### config.mk
export PLATFORM = sky130hd
export DESIGN_NAME = ezr_cordic_cell
export DESIGN_NICKNAME = d
export VERILOG_FILES = /design/src/rtl/euler_zyx_to_rotation_matrix_defines.svh /design/src/rtl/ezr_pkg.sv /design/src/rtl/ezr_cordic_cell.sv
export SDC_FILE = /design/constraint.sdc
export NUM_CORES = 1
export LEC_CHECK = 0
export BUFFER_PORTS_ARGS = -buffer_cell sky130_fd_sc_hd__buf_4
export CAP_MARGIN = 30
export CORE_ASPECT_RATIO = 1.5
export CORE_UTILIZATION = 25
export DETAILED_ROUTE_END_ITERATION = 12
export PLACE_DENSITY = 0.5
export SYNTH_ARGS = -nofsm -noshare
export SYNTH_HDL_FRONTEND = slang
export SYNTH_SLANG_ARGS = --single-unit
### constraint.sdc
create_clock -name i_clk -period 4.2 [get_ports i_clk]
set_input_delay 0.84 -clock i_clk [delete_from_list [all_inputs] [get_ports i_clk]]
set_output_delay 0.84 -clock i_clk [all_outputs]
set_load 0.02 [all_outputs]
### src/rtl/euler_zyx_to_rotation_matrix_defines.svh
// Assertion helpers for the Euler-to-matrix block.
// Both expect i_clk and i_rst_n in the scope of use.
`ifndef EULER_ZYX_TO_ROTATION_MATRIX_DEFINES_SVH
`define EULER_ZYX_TO_ROTATION_MATRIX_DEFINES_SVH

// same-cycle implication
`define EZR_ASSERT_NOW(lbl, ante, cons) \
    lbl: assert property (@(posedge i_clk) disable iff (!i_rst_n) (ante) |-> (cons)) \
        else $error("ezr: same-cycle check failed");

// next-cycle implication
`define EZR_ASSERT_NEXT(lbl, ante, cons) \
    lbl: assert property (@(posedge i_clk) disable iff (!i_rst_n) (ante) |=> (cons)) \
        else $error("ezr: next-cycle check failed");

`endif

### src/rtl/ezr_pkg.sv
`timescale 1ns / 1ps

package ezr_pkg;

    localparam int CORDIC_STEPS_DEF  = 14;
    localparam int OUT_FRAC_BITS_DEF = 14;
    localparam int MAX_STEPS         = 24;
    localparam int MIN_GAIN_STEPS    = 8;

    localparam int AW    = 16;      // angle field width
    localparam int FW    = 16;      // matrix entry field width
    localparam int QW    = 32;      // Q2.30 sine / cosine / product width
    localparam int ZW    = 33;      // Q2.29 residual angle width, with headroom
    localparam int SW    = QW + 1;  // width of a two-term sum
    localparam int LANES = 3;

    localparam int LANE_Z = 0;
    localparam int LANE_Y = 1;
    localparam int LANE_X = 2;

    localparam logic signed [ZW-1:0] HALF_PI_Q29 = 33'sd843314857;
    localparam logic signed [ZW-1:0] PI_Q29      = 33'sd1686629713;

    // atan(2^-i), Q2.29
    localparam logic [QW-1:0] ATAN_Q29 [MAX_STEPS] = '{
        32'd421657428, 32'd248918915, 32'd131521918, 32'd66762579,
        32'd33510843,  32'd16771758,  32'd8387925,   32'd4194219,
        32'd2097141,   32'd1048575,   32'd524288,    32'd262144,
        32'd131072,    32'd65536,     32'd32768,     32'd16384,
        32'd8192,      32'd4096,      32'd2048,      32'd1024,
        32'd512,       32'd256,       32'd128,       32'd64
    };

    // CORDIC gain compensation, Q2.30, for 8 to 24 iterations
    localparam logic [QW-1:0] GAIN_Q30 [MAX_STEPS - MIN_GAIN_STEPS + 1] = '{
        32'd652039507, 32'd652034532, 32'd652033289, 32'd652032978,
        32'd652032900, 32'd652032881, 32'd652032876, 32'd652032874,
        32'd652032874, 32'd652032874, 32'd652032874, 32'd652032874,
        32'd652032874, 32'd652032874, 32'd652032874, 32'd652032874,
        32'd652032874
    };

    function automatic int clamp_steps(input int steps);
        return (steps > MAX_STEPS) ? MAX_STEPS : steps;
    endfunction

    function automatic logic signed [QW-1:0] gain_q30(input int steps);
        int n;
        n = clamp_steps(steps);
        n = (n < MIN_GAIN_STEPS) ? 0 : n - MIN_GAIN_STEPS;
        return $signed(GAIN_Q30[n]);
    endfunction

    typedef struct packed {
        logic signed [AW-1:0] angle_z;
        logic signed [AW-1:0] angle_y;
        logic signed [AW-1:0] angle_x;
    } t_ang;

    typedef struct packed {
        logic signed [FW-1:0] rot_00;
        logic signed [FW-1:0] rot_01;
        logic signed [FW-1:0] rot_02;
        logic signed [FW-1:0] rot_10;
        logic signed [FW-1:0] rot_11;
        logic signed [FW-1:0] rot_12;
        logic signed [FW-1:0] rot_20;
        logic signed [FW-1:0] rot_21;
        logic signed [FW-1:0] rot_22;
    } t_rot;

    typedef struct packed {
        logic                 flip;
        logic signed [QW-1:0] x;
        logic signed [QW-1:0] y;
        logic signed [ZW-1:0] z;
    } t_lane;

    typedef t_lane [LANES-1:0] t_cord;

endpackage

### src/rtl/ezr_cordic_cell.sv
`timescale 1ns / 1ps

module ezr_cordic_cell #(
    parameter int STEP = 0
) (
    input  logic          i_clk,
    input  logic          i_rst_n,
    input  logic          i_en,
    input  logic          i_valid,
    input  ezr_pkg::t_cord i_cord,
    output logic          o_valid,
    output ezr_pkg::t_cord o_cord
);

    localparam logic signed [ezr_pkg::ZW-1:0] ANGLE =
        ezr_pkg::ZW'($signed(ezr_pkg::ATAN_Q29[STEP]));

    logic           r_valid;
    ezr_pkg::t_cord r_cord;
    ezr_pkg::t_cord n_cord;

    always_comb begin
        n_cord = i_cord;
        for (int l = 0; l < ezr_pkg::LANES; l++) begin
            if (!i_cord[l].z[ezr_pkg::ZW-1]) begin
                n_cord[l].x = i_cord[l].x - ($signed(i_cord[l].y) >>> STEP);
                n_cord[l].y = i_cord[l].y + ($signed(i_cord[l].x) >>> STEP);
                n_cord[l].z = i_cord[l].z - ANGLE;
            end else begin
                n_cord[l].x = i_cord[l].x + ($signed(i_cord[l].y) >>> STEP);
                n_cord[l].y = i_cord[l].y - ($signed(i_cord[l].x) >>> STEP);
                n_cord[l].z = i_cord[l].z + ANGLE;
            end
        end
    end

    always_ff @(posedge i_clk) begin
        if (!i_rst_n) begin
            r_valid <= 1'b0;
        end else if (i_en) begin
            r_valid <= i_valid;
        end
    end

    always_ff @(posedge i_clk) begin
        if (i_en) begin
            r_cord <= n_cord;
        end
    end

    assign o_valid = r_valid;
    assign o_cord  = r_cord;

endmodule

==> results of run 1 <==
[where the power goes]
group,switching (uW),internal [uW],total [uW],leakage [uW]
combinational,3260,2170,5430,0.0132
sequential,194,3870,4060,0.00286
clock,1500,1940,3440,0.000596
[worst register-to-register path: stages, from the launching register on]
cell and delay, ps:
dfxtp_1 310, mux2i_1 120, nor2b_1 60
[final timing paths]
| kind | start | to | depth (start not counted) |
|---|---|---|---|
| worst max-delay path | i_cord[234] | o_cord[292] | 14 |
| worst min register to register | o_valid | o_valid | 2 |
| worst max register to register | o_valid | o_valid | 2 |
| worst min-delay path | i_cord[99] | o_cord[99] | 1 |
[stage by stage]
step           hold WS [ps]  power [uW]  cells
3_5_place_dp            517        9530   5562
3_3_place_gp            505        9560   5562
4_1_cts                 335       13100   5633
2_1_floorplan           589        7160   3408
5_1_grt                 361       13600   5635
6_report                401       12900   5638
[cells in the final DEF (no fill, tap or decap), types with 11 or more instances in the layout]
cell       instances
mux2i_1           37
a21o_1           118
nor2_1           279
nor3_1            74
a2111oi_0         18
and3_1            15
buf_4            742
o21ai_0          183
inv_1            290
nand4_1           40
nand3_1           46
clkbuf_1          11
inv_2             12
o21ai_1           35
and2_1            11
a21oi_1          397
a31oi_1           43
o221ai_1          12
fa_1              12
nand2b_1          41
xnor2_1          205
clkinv_1          12
clkbuf_16         40
nor4_1            22
a211oi_1          42
xor2_1            55
ha_1             369
nand2_1          161
o31ai_1           29
edfxtp_1         291
o21bai_1          72
or3_1             25
o211ai_1          23
nor2b_1           57
o21a_1            43
o22ai_1           13
or2_2             14
[sequential cells by signal, summed over array words and instances (netlist names)]
| signal | count |
|---|---|
| o_valid | 1 |
| o_cord | 291 |
[routing by layer]
| layer | wire length (um) | up-vias | global-route usage, % |
|---|---|---|---|
| met5 | 167 | - | 0 |
| met4 | 4020 | 26 | 6.86 |
| met3 | 9230 | 191 | 5.01 |
| met2 | 63100 | 918 | 36.9 |
| met1 | 44800 | 13261 | 21.0 |
| li1 | - | 13632 | - |
[cell families (layout without fill, tap and decap cells)]
logic type | count (synthesis) | after routing
muxes | 37 | 37
other | 0 | 5
xor gates and xnor gates | 260 | 260
AOI/OAI and AO/OA | 1155 | 1155
adders and majority gates | 381 | 381
and+or+nand+nor | 831 | 831
DFF | 292 | 292
buffers and inverters | 452 | 1127
[final cells by class]
class / instances / area (um2) / area share [%]
Timing Repair Buffer: 747 / 5670 / 15.1
Sequential cell: 292 / 8760 / 23.3
Inverter: 309 / 1160 / 3.08
Multi-Input combinational cell: 2664 / 18800 / 50.1
Clock buffer: 51 / 1040 / 2.77
Tap cell: 1550 / 1940 / 5.16
Clock inverter: 20 / 199 / 0.529
Antenna cell: 5 / 12.5 / 0.0333
==> impl_metrics.csv, run 1 <==
group,metric,value,unit
clock_network,ctsRootBufferMaster,"clkbuf_16",
logic_synthesis,synth-seq-cells,292,
logic_synthesis,synth_most_common_cell,"a21oi_1",
timing,worst_pin_slew,931,ps
worst_setup_path,crit_path_max_fanout,3,
global_routing,grt_pass1_wl,177000,um
worst_setup_path,cp_top_family,"compound AO/OA/AOI/OAI gates",
timing,setup_slack,625,ps
clock_network,tritoncts,"yes",
clock_network,htree_levels,2,
clock_network,postCtsSetupBuffers,0,
cells_and_area,nNetsFinal,4732,
logic_synthesis,synth_fa_ha_area_share,16.6,%
global_routing,globalRouteTotalUtil,19.7,%
outcome,status,"complete, no violations",
place,place.gp.congestion,0.931,
logic_synthesis,ys_seq_area_share,29.9,%
worst_setup_path,worst_ep_arrival_time,3930,ps
floorplan,coreArea,0.116,mm2
logic_synthesis,synth_top_area_share,29.8,%
routing,first_iter_violations,1667,
floorplan,start_util,25.3,%
routing,drc,0,
routing,finalWirelength,121000,um
worst_setup_path,path_class,"input pin to flip-flop",
logic_synthesis,syn-cell-area,0.0293,mm2
worst_setup_path,r2r_slack,3600,ps
routing,wl_per_cell,21.5,um
timing,maxSlewViolCount,0,
logic_synthesis,syn_inst,3408,
logic_synthesis,yosys-top-cells-area,"edfxtp_1, ha_1, a21oi_1",
logic_synthesis,synth_mux_area_share,1.26,%
logic_synthesis,synthSimpleGateAreaFrac,13.8,%
cells_and_area,nFillCells,12436,
clock_network,insertion_delay,590,ps
worst_setup_path,cp_slowest_stage_delay,510,ps
place,dpl_cell_area,0.0364,mm2
cells_and_area,layout-drive-gt1-share,20.6,%
floorplan,std_cell_rows,153,
global_routing,grt.overflow.total,0,
clock_network,hold_buffers,0,
logic_synthesis,async_flop_share,0,%
logic_synthesis,synthTopCellsByCount,"a21oi_1, ha_1, edfxtp_1, inv_1, nor2_1",
worst_setup_path,critPathBufInv,4,
timing,fin_crit,3580,ps
logic_synthesis,synth-warning-count,0,
worst_setup_path,worstPathRequired,4560,ps
logic_synthesis,ys.flop_type,"edfxtp_1",
worst_setup_path,end_kind,"flip-flop",
timing,setup_tns,0,ps
logic_synthesis,syn_nets,4087,
routing,antenna_left,0,
flow_run,timing.max_cap.violations,0,
floorplan,die_h,421,um
timing,period_share,85.1,%
min_path,worstHoldPathType,"input pin to flip-flop",
logic_synthesis,synth_cell_types,84,
power,p_leak,0.0166,uW
place,place_hpwl,99200,um
cells_and_area,final_cell_area,0.0376,mm2
cells_and_area,syn_to_final_growth,28.3,%
worst_setup_path,path_cells,"buf_4 > inv_1 > ha_1 > or3b_1 > nor4bb_1 > o41ai_2 > buf_4 > a31oi_2 > a311o_1 > o41a_1 > buf_4 > nand2_1 > o311ai_1 > xnor2_1",
place,place_ws,12.1,ps
timing,fin_skew,0,ps
worst_setup_path,crit_path_start_kind,"input pin",
timing,max_freq,0.280,GHz
worst_setup_path,crit_top_cell,"buf_4",
clock_network,numClockSinks,292,
logic_synthesis,synth_compound_area_share,24.9,%
global_routing,first_global_vias,28210,
floorplan,die-area,0.119,mm2
routing,drt_first_pass_iters,5,
clock_network,cts_inserted_buffers,39,
worst_setup_path,cp_slowest_cell,"nor4bb_1",
routing,via_count,28028,
routing,via_per_inst,4.97,
timing,hold_viol,0,
timing,rsz0062_at_grt,"no",
power,pwr_density_cell,344,mW/mm2
logic_synthesis,yosysTopAreaCell,"edfxtp_1",
logic_synthesis,avgSynthCellArea,8.60,um2
power,vdd_drop_max,0.259,mV
clock_network,clk_transition_reported_paths,60,ps
timing,max_slew_margin,37.9,%
floorplan,die_x,282,um
global_routing,antenna_found_initial,20,
clock_network,post_cts_resized,0,
place,portBuffers,592,
logic_synthesis,synth_top_family_by_area,"compound AO/OA/AOI/OAI gates",
logic_synthesis,synth_edf_count,291,
cells_and_area,final_util,32.4,%
timing,finalSetupViolations,0,
logic_synthesis,synthXorXnorAreaFrac,7.77,%
clock_network,clk_path_buf_depth,3,
floorplan,num_io_pins,593,
global_routing,grt_max_degree,83,
(Power assumes the default switching activity.)
==> run 2: changes to the inputs <==
--- a/config.mk
+++ b/config.mk
@@ -10,7 +10,6 @@
 export CORE_ASPECT_RATIO = 1.5
 export CORE_UTILIZATION = 25
 export DETAILED_ROUTE_END_ITERATION = 12
-export PLACE_DENSITY = 0.5
 export SYNTH_ARGS = -nofsm -noshare
 export SYNTH_HDL_FRONTEND = slang
 export SYNTH_SLANG_ARGS = --single-unit
==> impl_metrics.csv, run 2 (synthesized netlist as in run 1, its figures left out) <==
group,metric,value,unit
worst_setup_path,worstPathRequired,4520,ps
global_routing,grt.overflow.total,0,
worst_setup_path,path_class,"input pin to flip-flop",
cells_and_area,layout-drive-gt1-share,21.1,%
clock_network,cts_inserted_buffers,37,
clock_network,insertion_delay,580,ps
floorplan,coreArea,0.116,mm2
timing,maxSlewViolCount,0,
clock_network,hold_buffers,0,
routing,drc,0,
timing,fin_crit,3640,ps
timing,worst_pin_slew,924,ps
place,place_hpwl,101000,um
worst_setup_path,crit_path_max_fanout,5,
routing,finalWirelength,122000,um
clock_network,clk_transition_reported_paths,60,ps
min_path,min_from,"i_cord[293]",
routing,dr_wl_met2,60500,um
worst_setup_path,crit_path_start_kind,"input pin",
routing,drt_first_pass_iters,6,
routing,antenna_left,0,
routing,wl_per_cell,21.6,um
outcome,status,"complete, no violations",
cells_and_area,final_cell_area,0.0378,mm2
timing,max_slew_margin,38.4,%
floorplan,die_h,421,um
timing,fin_skew,0,ps
place,place.gp.congestion,0.970,
floorplan,start_util,25.3,%
worst_setup_path,critPathLaunch,"i_cord[234]",
cells_and_area,largest_reg_flops,291,
routing,first_iter_violations,2031,
place,portBuffers,592,
min_path,worstHoldPathType,"input pin to flip-flop",
clock_network,tritoncts,"yes",
global_routing,grt_pass1_wl,178000,um
routing,via_count,28763,
place,dpl_cell_area,0.0365,mm2
worst_setup_path,end_kind,"flip-flop",
global_routing,globalRouteTotalUtil,19.9,%
clock_network,clk_path_buf_depth,3,
floorplan,die_x,282,um
cells_and_area,final_util,32.6,%
routing,wl_met1,44000,um
timing,hold_viol,0,
global_routing,antenna_found_initial,44,
routing,via_per_inst,5.08,
cells_and_area,multiInputGateArea,0.0188,mm2
cells_and_area,layout_commonest_cell,"buf_4",
clock_network,postCtsSetupBuffers,0,
cells_and_area,nFillCells,12359,
timing,period_share,86.8,%
timing,max_freq,0.274,GHz
routing,met3_length,11100,um
cells_and_area,register_area,0.00876,mm2
routing,route.top_layer_used,"met5",
cells_and_area,nNetsFinal,4751,
power,vdd_drop_max,0.265,mV
global_routing,grt_max_degree,85,
clock_network,post_cts_resized,0,
cells_and_area,final_cell_mix,"buf_4, a21oi_1, ha_1",
global_routing,first_global_vias,28525,
floorplan,num_io_pins,593,
worst_setup_path,r2r-start,"o_valid",
power,pwr_density_cell,341,mW/mm2
clock_network,numClockSinks,292,
floorplan,std_cell_rows,153,
floorplan,die-area,0.119,mm2
timing,rsz0062_at_grt,"no",
worst_setup_path,worst_ep_arrival_time,3960,ps
power,p_leak,0.0167,uW
cells_and_area,syn_to_final_growth,28.9,%
clock_network,ctsRootBufferMaster,"clkbuf_16",
clock_network,htree_levels,2,
flow_run,timing.max_cap.violations,0,
timing,finalSetupViolations,0,
run 2: changes by cell type in the layout (fill, tap and decap cells not counted), moves of 2 or more:
cell / delta
diode_2: +12
buf_4: +21
clkbuf_1: -10
clkinvlp_4: +2
clkbuf_16: -2
run 2: where the power goes:
part           leakage [uW]  internal, uW  switching (uW)
Combinational        0.0133          2200            3290
Sequential          0.00286          3870             197
Clock              0.000587          1910            1420
run 2: final timing paths:
kind	endpoint	slack, ps	cells after the start
setup / recovery	o_cord[290]	560	13
setup reg to reg	o_valid	3610	2
hold reg to reg	o_valid	530	2
hold / removal	o_cord[293]	430	1
run 2: area by class of cell:
cell class                      count  area share [%]
Tap cell                         1550            5.13
Clock inverter                     26           0.706
Clock buffer                       39            2.53
Inverter                          309            3.07
Timing Repair Buffer              768            15.4
Antenna cell                       17           0.113
Sequential cell                   292            23.2
Multi-Input combinational cell   2664            49.8
run 2: critical path, cell delays in order:
cell      delay, ps
buf_4           110
inv_1            40
ha_1            300
or3b_1          380
nor4bb_1        160
buf_4           150
o41ai_2          60
a31oi_2         220
a311o_1         470
o41a_1          480
and4_1          220
or3_1           390
xnor2_1         140
run 2: per-stage QoR:
stage | hold WS [ps] | total power, uW | instances | setup WS (ps) | setup TNS (ps)
floorplan | 589 | 7160 | 3408 | 179 | 0
global placement | 503 | 9580 | 5583 | -33.2 | -61.6
detailed placement | 521 | 9570 | 5583 | -10.7 | -10.7
CTS | 372 | 13000 | 5648 | 606 | 0
global route | 393 | 13600 | 5664 | 356 | 0
finish | 430 | 12900 | 5665 | 555 | 0
run 2: layer usage:
layer / vias up / track usage, %
met1: 13498 / 20.9
met5: - / 0
met4: 42 / 11.0
li1: 13714 / -
met2: 1206 / 34.9
met3: 303 / 5.95
